`src/rtl/htx_pkg.sv`:
```
package htx_pkg;

  localparam int unsigned QUEUE_DEPTH_DEF = 8;
  localparam int unsigned RES_PER_REQ     = 4;
  localparam int unsigned MAX_CHARS_W     = 16;

  localparam logic [MAX_CHARS_W-1:0] MAX_CHARS_RST = 16'd4095;

  typedef logic [$clog2(RES_PER_REQ+1)-1:0] htx_rcnt_t;

  typedef struct packed {
    logic                   inside_tag;
    logic                   inside_script;
    logic                   inside_style;
    logic                   prev_space;
    logic [2:0]             tag_pos;
    logic [2:0]             tag_cand;
    logic [2:0]             ent_pos;
    logic [2:0]             ent_cand;
    logic [MAX_CHARS_W-1:0] emitted;
    logic                   stopped;
  } htx_state_t;

  typedef struct packed {
    logic [7:0] data;
    logic       valid;
    logic       eot;
  } htx_res_t;

  localparam htx_state_t STATE_RST = '0;

endpackage

```
`src/rtl/htx_step.sv`:
```
module htx_step (
  input  logic [7:0]                                  text_byte,
  input  logic                                        end_of_input,
  input  logic [htx_pkg::MAX_CHARS_W-1:0]             max_chars,
  input  htx_pkg::htx_state_t                         state,
  output htx_pkg::htx_state_t                         state_nxt,
  output htx_pkg::htx_res_t [htx_pkg::RES_PER_REQ-1:0] res,
  output htx_pkg::htx_rcnt_t                          res_n
);
  import htx_pkg::*;

  localparam int unsigned RIDX_W = $clog2(RES_PER_REQ);
  localparam htx_rcnt_t   RCNT_MAX = htx_rcnt_t'(RES_PER_REQ);

  localparam logic [7:0] CH_LT     = 8'h3C;
  localparam logic [7:0] CH_GT     = 8'h3E;
  localparam logic [7:0] CH_AMP    = 8'h26;
  localparam logic [7:0] CH_SEMI   = 8'h3B;
  localparam logic [7:0] CH_SLASH  = 8'h2F;
  localparam logic [7:0] CH_SPACE  = 8'h20;
  localparam logic [7:0] CH_CR     = 8'h0D;
  localparam logic [7:0] CH_LF     = 8'h0A;
  localparam logic [7:0] CH_TAB    = 8'h09;
  localparam logic [7:0] CH_NUL    = 8'h00;
  localparam logic [7:0] CH_L      = "l";
  localparam logic [7:0] CH_G      = "g";
  localparam logic [7:0] CH_A      = "a";
  localparam logic [7:0] CH_M      = "m";
  localparam logic [7:0] CH_P      = "p";
  localparam logic [7:0] CH_T      = "t";
  localparam logic [7:0] CH_UC_A   = "A";
  localparam logic [7:0] CH_UC_Z   = "Z";
  localparam logic [7:0] CASE_OFFS = 8'd32;

  localparam logic [2:0] SCRIPT_LEN = 3'd6;
  localparam logic [2:0] STYLE_LEN  = 3'd5;

  localparam int unsigned CAND_SCRIPT = 0;
  localparam int unsigned CAND_STYLE  = 1;
  localparam int unsigned CAND_CLOSE  = 2;
  localparam logic [2:0]  CAND_OPEN_INIT = 3'b011;

  localparam logic [2:0] ENT_NONE = 3'b000;
  localparam logic [2:0] ENT_LT   = 3'b001;
  localparam logic [2:0] ENT_GT   = 3'b010;
  localparam logic [2:0] ENT_AMP  = 3'b100;

  typedef struct packed {
    logic [1:0]      n;
    logic [2:0][7:0] data;
  } flush_t;

  typedef struct packed {
    htx_state_t st;
    logic       emit;
    logic [7:0] data;
  } plain_t;

  function automatic logic [7:0] script_char(input logic [2:0] pos);
    case (pos)
      3'd0:    script_char = "s";
      3'd1:    script_char = "c";
      3'd2:    script_char = "r";
      3'd3:    script_char = "i";
      3'd4:    script_char = "p";
      3'd5:    script_char = "t";
      default: script_char = CH_NUL;
    endcase
  endfunction

  function automatic logic [7:0] style_char(input logic [2:0] pos);
    case (pos)
      3'd0:    style_char = "s";
      3'd1:    style_char = "t";
      3'd2:    style_char = "y";
      3'd3:    style_char = "l";
      3'd4:    style_char = "e";
      default: style_char = CH_NUL;
    endcase
  endfunction

  function automatic logic [7:0] to_lower(input logic [7:0] b);
    to_lower = (b >= CH_UC_A && b <= CH_UC_Z) ? b + CASE_OFFS : b;
  endfunction

  // literal bytes of a pending entity prefix
  function automatic flush_t flush_seq(input htx_state_t s);
    flush_t f;
    logic   amp;
    f   = '0;
    amp = (s.ent_cand & ENT_AMP) != ENT_NONE;
    if (s.ent_pos != 3'd0) begin
      if (s.ent_pos == 3'd1 || !amp) begin
        f.data[f.n] = CH_AMP;
        f.n = f.n + 2'd1;
      end
      if (s.ent_pos >= 3'd2) begin
        if ((s.ent_cand & ENT_LT) != ENT_NONE) begin
          f.data[f.n] = CH_L;
          f.n = f.n + 2'd1;
        end else if ((s.ent_cand & ENT_GT) != ENT_NONE) begin
          f.data[f.n] = CH_G;
          f.n = f.n + 2'd1;
        end else if (amp) begin
          f.data[f.n] = CH_A;
          f.n = f.n + 2'd1;
        end
      end
      if (s.ent_pos >= 3'd3) begin
        f.data[f.n] = amp ? CH_M : CH_T;
        f.n = f.n + 2'd1;
      end
      if (s.ent_pos >= 3'd4 && amp) begin
        f.data[f.n] = CH_P;
        f.n = f.n + 2'd1;
      end
    end
    return f;
  endfunction

  function automatic htx_state_t flush_state(input htx_state_t s);
    htx_state_t r;
    r = s;
    if (s.ent_pos != 3'd0) begin
      r.prev_space = 1'b0;
    end
    r.ent_pos  = 3'd0;
    r.ent_cand = ENT_NONE;
    return r;
  endfunction

  function automatic plain_t plain_step(input htx_state_t s, input logic [7:0] b);
    plain_t     r;
    logic [7:0] lc;
    logic       closing;
    logic [2:0] pos;
    r       = '0;
    r.st    = s;
    lc      = to_lower(b);
    closing = s.tag_cand[CAND_CLOSE];
    pos     = s.tag_pos;
    if (!s.inside_tag && b == CH_LT) begin
      r.st.inside_tag = 1'b1;
      r.st.tag_pos    = 3'd0;
      r.st.tag_cand   = CAND_OPEN_INIT;
    end else if (s.inside_tag) begin
      if (r.st.tag_cand[CAND_SCRIPT] || r.st.tag_cand[CAND_STYLE]) begin
        if (pos == 3'd0 && !closing && b == CH_SLASH) begin
          r.st.tag_cand[CAND_CLOSE] = 1'b1;
        end else begin
          if (r.st.tag_cand[CAND_SCRIPT] && !(pos < SCRIPT_LEN && lc == script_char(pos))) begin
            r.st.tag_cand[CAND_SCRIPT] = 1'b0;
          end
          if (r.st.tag_cand[CAND_STYLE] && !(pos < STYLE_LEN && lc == style_char(pos))) begin
            r.st.tag_cand[CAND_STYLE] = 1'b0;
          end
          pos = pos + 3'd1;
          r.st.tag_pos = pos;
          if (r.st.tag_cand[CAND_SCRIPT] && pos == SCRIPT_LEN) begin
            r.st.inside_script = !closing;
            r.st.tag_cand[CAND_SCRIPT] = 1'b0;
          end
          if (r.st.tag_cand[CAND_STYLE] && pos == STYLE_LEN) begin
            r.st.inside_style = !closing;
            r.st.tag_cand[CAND_STYLE] = 1'b0;
          end
        end
      end
      if (b == CH_GT) begin
        r.st.inside_tag = 1'b0;
        r.st.tag_cand   = 3'd0;
        r.st.tag_pos    = 3'd0;
      end
    end else if (!(s.inside_script || s.inside_style)) begin
      if (b == CH_CR || b == CH_LF || b == CH_TAB) begin
        if (!s.prev_space) begin
          r.emit = 1'b1;
          r.data = CH_LF;
        end
        r.st.prev_space = 1'b1;
      end else if (b == CH_AMP) begin
        r.st.ent_pos  = 3'd1;
        r.st.ent_cand = ENT_NONE;
      end else if (b == CH_SPACE) begin
        if (!s.prev_space) begin
          r.emit = 1'b1;
          r.data = CH_SPACE;
        end
        r.st.prev_space = 1'b1;
      end else begin
        r.emit = 1'b1;
        r.data = b;
        r.st.prev_space = 1'b0;
      end
    end
    return r;
  endfunction

  htx_state_t                         s;
  flush_t                             pre;
  flush_t                             post;
  plain_t                             pl;
  logic                               stop_now;
  logic                               done;
  logic                               over;
  logic [RES_PER_REQ-1:0][7:0]        cand;
  htx_rcnt_t                          ncand;
  htx_rcnt_t                          n;
  logic [MAX_CHARS_W-1:0]             avail;

  always_comb begin
    s        = state;
    pre      = '0;
    post     = '0;
    pl       = '0;
    done     = 1'b0;
    stop_now = state.stopped || (state.emitted >= max_chars);
    s.stopped = stop_now;

    if (!stop_now) begin
      if (text_byte == CH_NUL) begin
        pre = flush_seq(s);
        s   = flush_state(s);
        s.stopped = 1'b1;
      end else if (s.ent_pos != 3'd0) begin
        if (s.ent_pos == 3'd1) begin
          if (text_byte == CH_L) begin
            s.ent_cand = ENT_LT;
            s.ent_pos  = 3'd2;
            done       = 1'b1;
          end else if (text_byte == CH_G) begin
            s.ent_cand = ENT_GT;
            s.ent_pos  = 3'd2;
            done       = 1'b1;
          end else if (text_byte == CH_A) begin
            // "&a" commits the ampersand right away
            pre.n       = 2'd1;
            pre.data[0] = CH_AMP;
            s.prev_space = 1'b0;
            s.ent_cand  = ENT_AMP;
            s.ent_pos   = 3'd2;
            done        = 1'b1;
          end
        end else if (s.ent_cand == ENT_LT || s.ent_cand == ENT_GT) begin
          if (s.ent_pos == 3'd2 && text_byte == CH_T) begin
            s.ent_pos = 3'd3;
            done      = 1'b1;
          end else if (s.ent_pos == 3'd3 && text_byte == CH_SEMI) begin
            pre.n       = 2'd1;
            pre.data[0] = (s.ent_cand == ENT_LT) ? CH_LT : CH_GT;
            s.prev_space = 1'b0;
            s.ent_pos   = 3'd0;
            s.ent_cand  = ENT_NONE;
            done        = 1'b1;
          end
        end else if (s.ent_cand == ENT_AMP) begin
          if ((s.ent_pos == 3'd2 && text_byte == CH_M) ||
              (s.ent_pos == 3'd3 && text_byte == CH_P)) begin
            s.ent_pos = s.ent_pos + 3'd1;
            done      = 1'b1;
          end else if (s.ent_pos == 3'd4 && text_byte == CH_SEMI) begin
            s.ent_pos  = 3'd0;
            s.ent_cand = ENT_NONE;
            done       = 1'b1;
          end
        end
        if (!done) begin
          pre = flush_seq(s);
          s   = flush_state(s);
          pl  = plain_step(s, text_byte);
          s   = pl.st;
        end
      end else begin
        pl = plain_step(s, text_byte);
        s  = pl.st;
      end
    end

    if (end_of_input) begin
      post = flush_seq(s);
      s    = flush_state(s);
    end

    // ordered list of bytes the step asks to emit
    cand  = '0;
    ncand = '0;
    for (int i = 0; i < 3; i++) begin
      if (2'(i) < pre.n && ncand < RCNT_MAX) begin
        cand[ncand[RIDX_W-1:0]] = pre.data[i];
        ncand = ncand + htx_rcnt_t'(1);
      end
    end
    if (pl.emit && ncand < RCNT_MAX) begin
      cand[ncand[RIDX_W-1:0]] = pl.data;
      ncand = ncand + htx_rcnt_t'(1);
    end
    for (int i = 0; i < 3; i++) begin
      if (2'(i) < post.n && ncand < RCNT_MAX) begin
        cand[ncand[RIDX_W-1:0]] = post.data[i];
        ncand = ncand + htx_rcnt_t'(1);
      end
    end

    // output limit
    avail = (max_chars > state.emitted) ? max_chars - state.emitted : '0;
    if (stop_now) begin
      n    = '0;
      over = 1'b0;
    end else if (MAX_CHARS_W'(ncand) <= avail) begin
      n    = ncand;
      over = 1'b0;
    end else begin
      n    = htx_rcnt_t'(avail);
      over = 1'b1;
    end
    s.emitted = state.emitted + MAX_CHARS_W'(n);
    s.stopped = s.stopped | over;

    state_nxt = end_of_input ? STATE_RST : s;

    for (int k = 0; k < RES_PER_REQ; k++) begin
      res[k].data  = (htx_rcnt_t'(k) < n) ? cand[k] : CH_NUL;
      res[k].valid = htx_rcnt_t'(k) < n;
      res[k].eot   = end_of_input &&
                     ((n != '0) ? (htx_rcnt_t'(k) == n - htx_rcnt_t'(1)) : (k == 0));
    end
    res_n = (end_of_input && n == '0) ? htx_rcnt_t'(1) : n;
  end

endmodule

```
`src/rtl/htx_outq.sv`:
```
module htx_outq #(
  parameter int unsigned DEPTH = htx_pkg::QUEUE_DEPTH_DEF
) (
  input  logic                                        clk,
  input  logic                                        rst_n,
  input  htx_pkg::htx_rcnt_t                          push_n,
  input  htx_pkg::htx_res_t [htx_pkg::RES_PER_REQ-1:0] push_data,
  output logic                                        room,
  output logic                                        out_valid,
  input  logic                                        out_stall,
  output htx_pkg::htx_res_t                           head
);
  import htx_pkg::*;

  localparam int unsigned PTR_W = $clog2(DEPTH);
  localparam int unsigned SUM_W = PTR_W + 1;
  localparam int unsigned CNT_W = $clog2(DEPTH + 1);

  htx_res_t         mem_r [DEPTH];
  logic [PTR_W-1:0] wr_ptr_r;
  logic [PTR_W-1:0] rd_ptr_r;
  logic [CNT_W-1:0] cnt_r;
  logic [CNT_W-1:0] cnt_nxt;
  logic             pop;

  function automatic logic [PTR_W-1:0] wrap(input logic [PTR_W-1:0] ptr,
                                            input logic [SUM_W-1:0] k);
    logic [SUM_W-1:0] sum;
    sum = {1'b0, ptr} + k;
    if (sum >= SUM_W'(DEPTH)) begin
      sum = sum - SUM_W'(DEPTH);
    end
    return sum[PTR_W-1:0];
  endfunction

  assign pop       = out_valid && !out_stall;
  assign out_valid = cnt_r != '0;
  assign head      = mem_r[rd_ptr_r];
  assign room      = cnt_r <= CNT_W'(DEPTH - RES_PER_REQ);
  assign cnt_nxt   = cnt_r + CNT_W'(push_n) - CNT_W'(pop);

  always_ff @(posedge clk) begin
    for (int k = 0; k < RES_PER_REQ; k++) begin
      if (htx_rcnt_t'(k) < push_n) begin
        mem_r[wrap(wr_ptr_r, SUM_W'(k))] <= push_data[k];
      end
    end
  end

  always_ff @(posedge clk) begin
    if (!rst_n) begin
      wr_ptr_r <= '0;
      rd_ptr_r <= '0;
      cnt_r    <= '0;
    end else begin
      wr_ptr_r <= wrap(wr_ptr_r, SUM_W'(push_n));
      if (pop) begin
        rd_ptr_r <= wrap(rd_ptr_r, SUM_W'(1));
      end
      cnt_r <= cnt_nxt;
    end
  end

  a_cnt_bound: assert property (@(posedge clk) disable iff (!rst_n)
    cnt_r <= CNT_W'(DEPTH))
    else $error("output queue over capacity");

  a_push_room: assert property (@(posedge clk) disable iff (!rst_n)
    !room |-> push_n == '0)
    else $error("push into output queue without room");

  a_cnt_track: assert property (@(posedge clk) disable iff (!rst_n)
    rst_n |=> cnt_r == $past(cnt_r) + CNT_W'($past(push_n)) - CNT_W'($past(pop)))
    else $error("output queue count out of step");

endmodule

```
`src/rtl/html_text_extractor_unit.sv`:
```
// HTML visible-text extractor.
// Input channel (in_valid / in_stall): one raw HTML byte per request, with
// in_end_of_input marking the last byte of a document. Output channel
// (out_valid / out_stall): one result per request, carrying a text byte,
// its byte_valid flag and end_of_text on the last result of a document.
// A byte can produce zero to four results; a last byte always produces at
// least one (a bare end marker if no text came out of it).
// A byte accepted into the input register is evaluated there and its
// results are written into the output queue; the queue head is offered
// to the receiver. Throughput: one input byte per cycle while the output
// queue has room for four results; results leave at one per cycle while
// the receiver does not stall, so the sustained rate is set by the output
// queue drain.
// in_stall comes from registers only and rises when the input register is
// full and the output queue lacks room; a stalled receiver fills the queue
// and then holds the input side.
// cfg_wr_en / cfg_wr_data set max_output_chars; write it only while idle.
// Reset (rst_n low, synchronous) empties the queue, clears the parse state
// and sets max_output_chars to 4095.
module html_text_extractor_unit #(
  parameter int unsigned QUEUE_DEPTH = htx_pkg::QUEUE_DEPTH_DEF
) (
  input  logic                              clk,
  input  logic                              rst_n,
  input  logic                              in_valid,
  output logic                              in_stall,
  input  logic [7:0]                        in_text_byte,
  input  logic                              in_end_of_input,
  output logic                              out_valid,
  input  logic                              out_stall,
  output logic [7:0]                        out_out_byte,
  output logic                              out_byte_valid,
  output logic                              out_end_of_text,
  input  logic                              cfg_wr_en,
  input  logic [htx_pkg::MAX_CHARS_W-1:0]   cfg_wr_data
);
  import htx_pkg::*;

  logic [MAX_CHARS_W-1:0]              max_r;
  logic                                req_v_r;
  logic                                req_v_nxt;
  logic [7:0]                          req_byte_r;
  logic                                req_last_r;
  htx_state_t                          state_r;
  htx_state_t                          state_nxt;
  htx_res_t [RES_PER_REQ-1:0]          step_res;
  htx_rcnt_t                           step_res_n;
  htx_rcnt_t                           push_n;
  htx_res_t                            head;
  logic                                room;
  logic                                fire;
  logic                                accept;

  assign fire      = req_v_r && room;
  assign in_stall  = req_v_r && !room;
  assign accept    = in_valid && !in_stall;
  assign req_v_nxt = accept || (req_v_r && !fire);
  assign push_n    = fire ? step_res_n : '0;

  htx_step u_step (
    .text_byte    (req_byte_r),
    .end_of_input (req_last_r),
    .max_chars    (max_r),
    .state        (state_r),
    .state_nxt    (state_nxt),
    .res          (step_res),
    .res_n        (step_res_n)
  );

  htx_outq #(
    .DEPTH (QUEUE_DEPTH)
  ) u_outq (
    .clk       (clk),
    .rst_n     (rst_n),
    .push_n    (push_n),
    .push_data (step_res),
    .room      (room),
    .out_valid (out_valid),
    .out_stall (out_stall),
    .head      (head)
  );

  assign out_out_byte    = head.data;
  assign out_byte_valid  = head.valid;
  assign out_end_of_text = head.eot;

  always_ff @(posedge clk) begin
    if (!rst_n) begin
      max_r   <= MAX_CHARS_RST;
      req_v_r <= 1'b0;
      state_r <= STATE_RST;
    end else begin
      if (cfg_wr_en) begin
        max_r <= cfg_wr_data;
      end
      req_v_r <= req_v_nxt;
      if (fire) begin
        state_r <= state_nxt;
      end
    end
  end

  always_ff @(posedge clk) begin
    if (accept) begin
      req_byte_r <= in_text_byte;
      req_last_r <= in_end_of_input;
    end
  end

  a_last_gives_result: assert property (@(posedge clk) disable iff (!rst_n)
    (fire && req_last_r) |-> step_res_n != '0)
    else $error("last byte produced no result");

  a_last_clears_state: assert property (@(posedge clk) disable iff (!rst_n)
    (fire && req_last_r) |=> state_r == STATE_RST)
    else $error("state not cleared after end of document");

  a_res_bound: assert property (@(posedge clk) disable iff (!rst_n)
    fire |-> step_res_n <= htx_rcnt_t'(RES_PER_REQ))
    else $error("too many results for one byte");

endmodule
```
`config.mk`:
```
export PLATFORM = sky130hd
export DESIGN_NAME = html_text_extractor_unit
export DESIGN_NICKNAME = d
export VERILOG_FILES = /design/src/rtl/htx_pkg.sv /design/src/rtl/htx_step.sv /design/src/rtl/htx_outq.sv /design/src/rtl/html_text_extractor_unit.sv
export SDC_FILE = /design/constraint.sdc
export NUM_CORES = 1
export LEC_CHECK = 0
export BUFFER_PORTS_ARGS = -buffer_cell sky130_fd_sc_hd__buf_2
export CAP_MARGIN = 20
export CORE_ASPECT_RATIO = 2
export CORE_MARGIN = 4
export CORE_UTILIZATION = 36
export DETAILED_ROUTE_END_ITERATION = 6
export SKIP_LAST_GASP = 1
export SLEW_MARGIN = 20
export SYNTH_ARGS = -nofsm -noshare
export SYNTH_HDL_FRONTEND = slang
export SYNTH_SLANG_ARGS = --single-unit
```
`constraint.sdc`:
```
create_clock -name clk -period 12.6 [get_ports clk]
set_clock_uncertainty 0.2 [all_clocks]
set_input_delay 1.89 -clock clk [delete_from_list [all_inputs] [get_ports clk]]
set_output_delay 1.89 -clock clk [all_outputs]
set_load 0.005 [all_outputs]
```
==> impl_metrics.toml <==
[synth]
muxShareOfSynthArea_pct = 5.58
ys_ff_latch = 152
synth_edf_count = 89
synth_top_cell_by_area = "edfxtp_1"
synthArstFlopShare_pct = 0
syn_nets = 1988
yosys_warnings = 0
syn_avg_cell_area_um2 = 8.08
synthesis.area_um2 = 15200
synth.area.top_cells = "edfxtp_1 18%, dfxtp_1 8.3%, ha_1 6.4%"
synth_ff_type = "edfxtp_1"
synthDistinctLibCells = 113
yosysSeqAreaShare_pct = 26.0
synth_compound_area_share_pct = 29.4
synth_top_family_by_area = "compound AO/OA/AOI/OAI gates"
synth-simple-area-share_pct = 23.7
synth_xor_area_share_pct = 2.49
synth_fa_ha_area_share_pct = 6.97
synth_top_area_share_pct = 17.6
netlist_instances = 1876

[placed_design]
hpwlAfterDp_um = 54200
gp_congestion = 1.05
placed_cells = 2436
dp_slack_ns = 0.274
post_dp_cell_area_um2 = 16200
io_buffer_count = 41

[finish]
fin_area_um2 = 17000
fin_util_pct = 40.7
num_antenna_cells = 0
final_common_cell = "nor2_1"
n_fill_cell = 4306
area_growth_pct = 12.3
final_cell_mix = "186 x nor2_1, 168 x nand2_1, 124 x o21ai_0, 110 x buf_4, 94 x inv_1"
final_layout_size_suffix_gt1_share_pct = 16.0
nets = 2050
stdcell_count = 2491

[sta]
max_freq_mhz = 85.2
min_period_ns = 11.74
fin_crit_sh_pct = 93.2
worst_pin_slew_ns = 1.06
hold_violations = 0
hold-worst-slack_ns = 0.297
setup_violations = 0
fin_ws_ns = 0.861
slew_viol_final = 0
maxSlewHeadroom_pct = 28.3
rsz0062_at_grt = "yes"
finalSetupTns_ns = 0

[hold_path]
min_path_type = "register to register"
hold_start = "max_r[5]$_SDFFE_PN1P_"

[cts]
cts-root-buf = "clkbuf_16"
clk_latency_ns = 0.47
clk_pin_slew_ns = 0.08
numCtsBuffers = 17
htreeDepth = 4
cts_tree = "built"
clock_path_buffers = 2
ctsHoldBuffers = 0
clock-sinks = 152

[floorplan]
io_pins = 42
fp-row-count = 106
start_util_pct = 36.3
dieWidth_um = 153
die_h_um = 298
placeableCoreArea_um2 = 41800
die_area_um2 = 45600

[grt]
antenna_found_initial = 0
grt-ovfl-total = 0
grt_pass1_wl_um = 100000
busiest_layer = "met2"
met2_usage_pct = 54.3
grt_use_met1_pct = 24.8
grt_use_total_pct = 29.1
grt_max_degree = 50
gr-usage-met3_pct = 4.94
grt_pass1_vias = 15900

[drt]
viasPerCell = 6.44
drt.antenna.violating_nets = 0
drcViolationCount = 0
routedWlPerCell_um = 27.4
dr.pass1.iters = 7
vias = 16000
wl_um = 68300
dr.first_iter.drc_count = 1302

[setup_path]
worstPathRequired_ns = 12.55
regToRegSetupSlack_ns = 0.86
crit_type = "register to register"
cp-startpoint = "req_byte_r[4]$_DFFE_PP_"
critical_path.endpoint = "u_outq.mem_r[6][5]$_DFFE_PP_"
rr_startpoint = "req_byte_r[4]$_DFFE_PP_"
rr_endpoint = "u_outq.mem_r[6][5]$_DFFE_PP_"
max_stage_delay_ns = 0.71
crit_arrival_ns = 11.68
cp-end-kind = "register"
rr_worst_depth = 44
worst-path-max-fanout = 27
crit_slowest_cell = "or4_1"
startpoint_type = "register"
cp_common_cell = "ha_1"

[pwr]
leakagePower_nw = 6.03
finalPower_mw = 1.69
power_density_nw_per_um2 = 99.3
vdd_ir_drop_max_mv = 0.0959

[run_status]
outcome = "finished clean"

[job]
drv_cap = 0
-- cell families after synthesis --
logic type / after synthesis
mux: 58
buf+inv: 206
flops: 152
compound gates: 644
xor+xnor: 43
simple gates: 691
fa+ha+maj: 82
-- flip-flops by register name (all words and copies together) (netlist names), named ones only --
name / cells
u_outq.wr_ptr_r: 3
u_outq.cnt_r: 4
u_outq.mem_r: 80
req_last_r: 1
req_byte_r: 8
req_v_r: 1
u_outq.rd_ptr_r: 3
state_r: 33
max_r: 16
-- synthesized netlist by cell type (all sizes together) (12+ instances only) --
cell and instances:
nand4 23, nor3 59, a211oi 59, buf 51
nor3b 23, and3 14, clkbuf 57, edfxtp 89
mux2 12, or2 12, nand2b 15, o21a 16
o22ai 87, a21o 13, inv 98, nor4 22
o211ai 28, mux2i 26, nor2 194, ha 78
a21boi 22, o2111ai 12, o31ai 12, nand3 58
xnor2 35, nor2b 32, and2 27, a31oi 29
a21oi 94, nand2 169, o21ai 166, dfxtp 63
mux4 20, or4 13
-- worst min path at each step --
| stage | end | slack [ns] | cells past startpoint |
|---|---|---|---|
| final | max_r[5]$_SDFFE_PN1P_ | 0.30 | 2 |
| after global routing | max_r[3]$_SDFFE_PN1P_ | 0.33 | 2 |
| after CTS | state_r[31]$_SDFFE_PN0P_ | 0.30 | 2 |
| after detailed placement | max_r[3]$_SDFFE_PN1P_ | 0.29 | 2 |
| after global placement | state_r[30]$_SDFFE_PN0P_ | 0.27 | 2 |
| after floorplan | max_r[2]$_SDFFE_PN1P_ | 0.25 | 2 |
-- report_power, final --
group	internal (mW)	total, mW	switching (mW)	leakage, nW
combinational	0.226	0.561	0.336	4.40
clock	0.271	0.535	0.264	0.292
sequential	0.566	0.594	0.0281	1.33
total	1.06	1.69	0.627	6.03
-- routing by layer --
metal  part of all wire [%]  up-vias  wire [um]
met5                      0        -          0
met4                     13        0       8810
met3                    5.6      422       3820
met2                     53      833      35900
met1                     29     7551      19700
li1                       -     7239          -
-- cell type report --
| class | instances | area [um2] | share of cell area (%) |
|---|---|---|---|
| inverters | 98 | 373 | 2.19 |
| clock buffers | 18 | 439 | 2.58 |
| clock inverters | 14 | 148 | 0.867 |
| repair buffers | 151 | 1030 | 6.06 |
| well taps | 540 | 676 | 3.97 |
| flip-flops and latches | 152 | 3930 | 23.1 |
| multi-input cells | 1518 | 10400 | 61.2 |
-- critical path: cells and delay by family, from the launching register on --
family          cells  cell delay (ns)
simple gates       15             4.10
flops               1             0.56
fa+ha+maj           5             1.36
mux                 1             0.33
compound gates     17             3.73
buf+inv             6             1.12
-- repair_timing --
item | 4_1_cts | 5_1_grt
resized for setup | 0 | 18
endpoints found under the setup margin | 0 | 181
setup buffers | 0 | 23
Note: power is estimated with default switching activity, not from simulation.
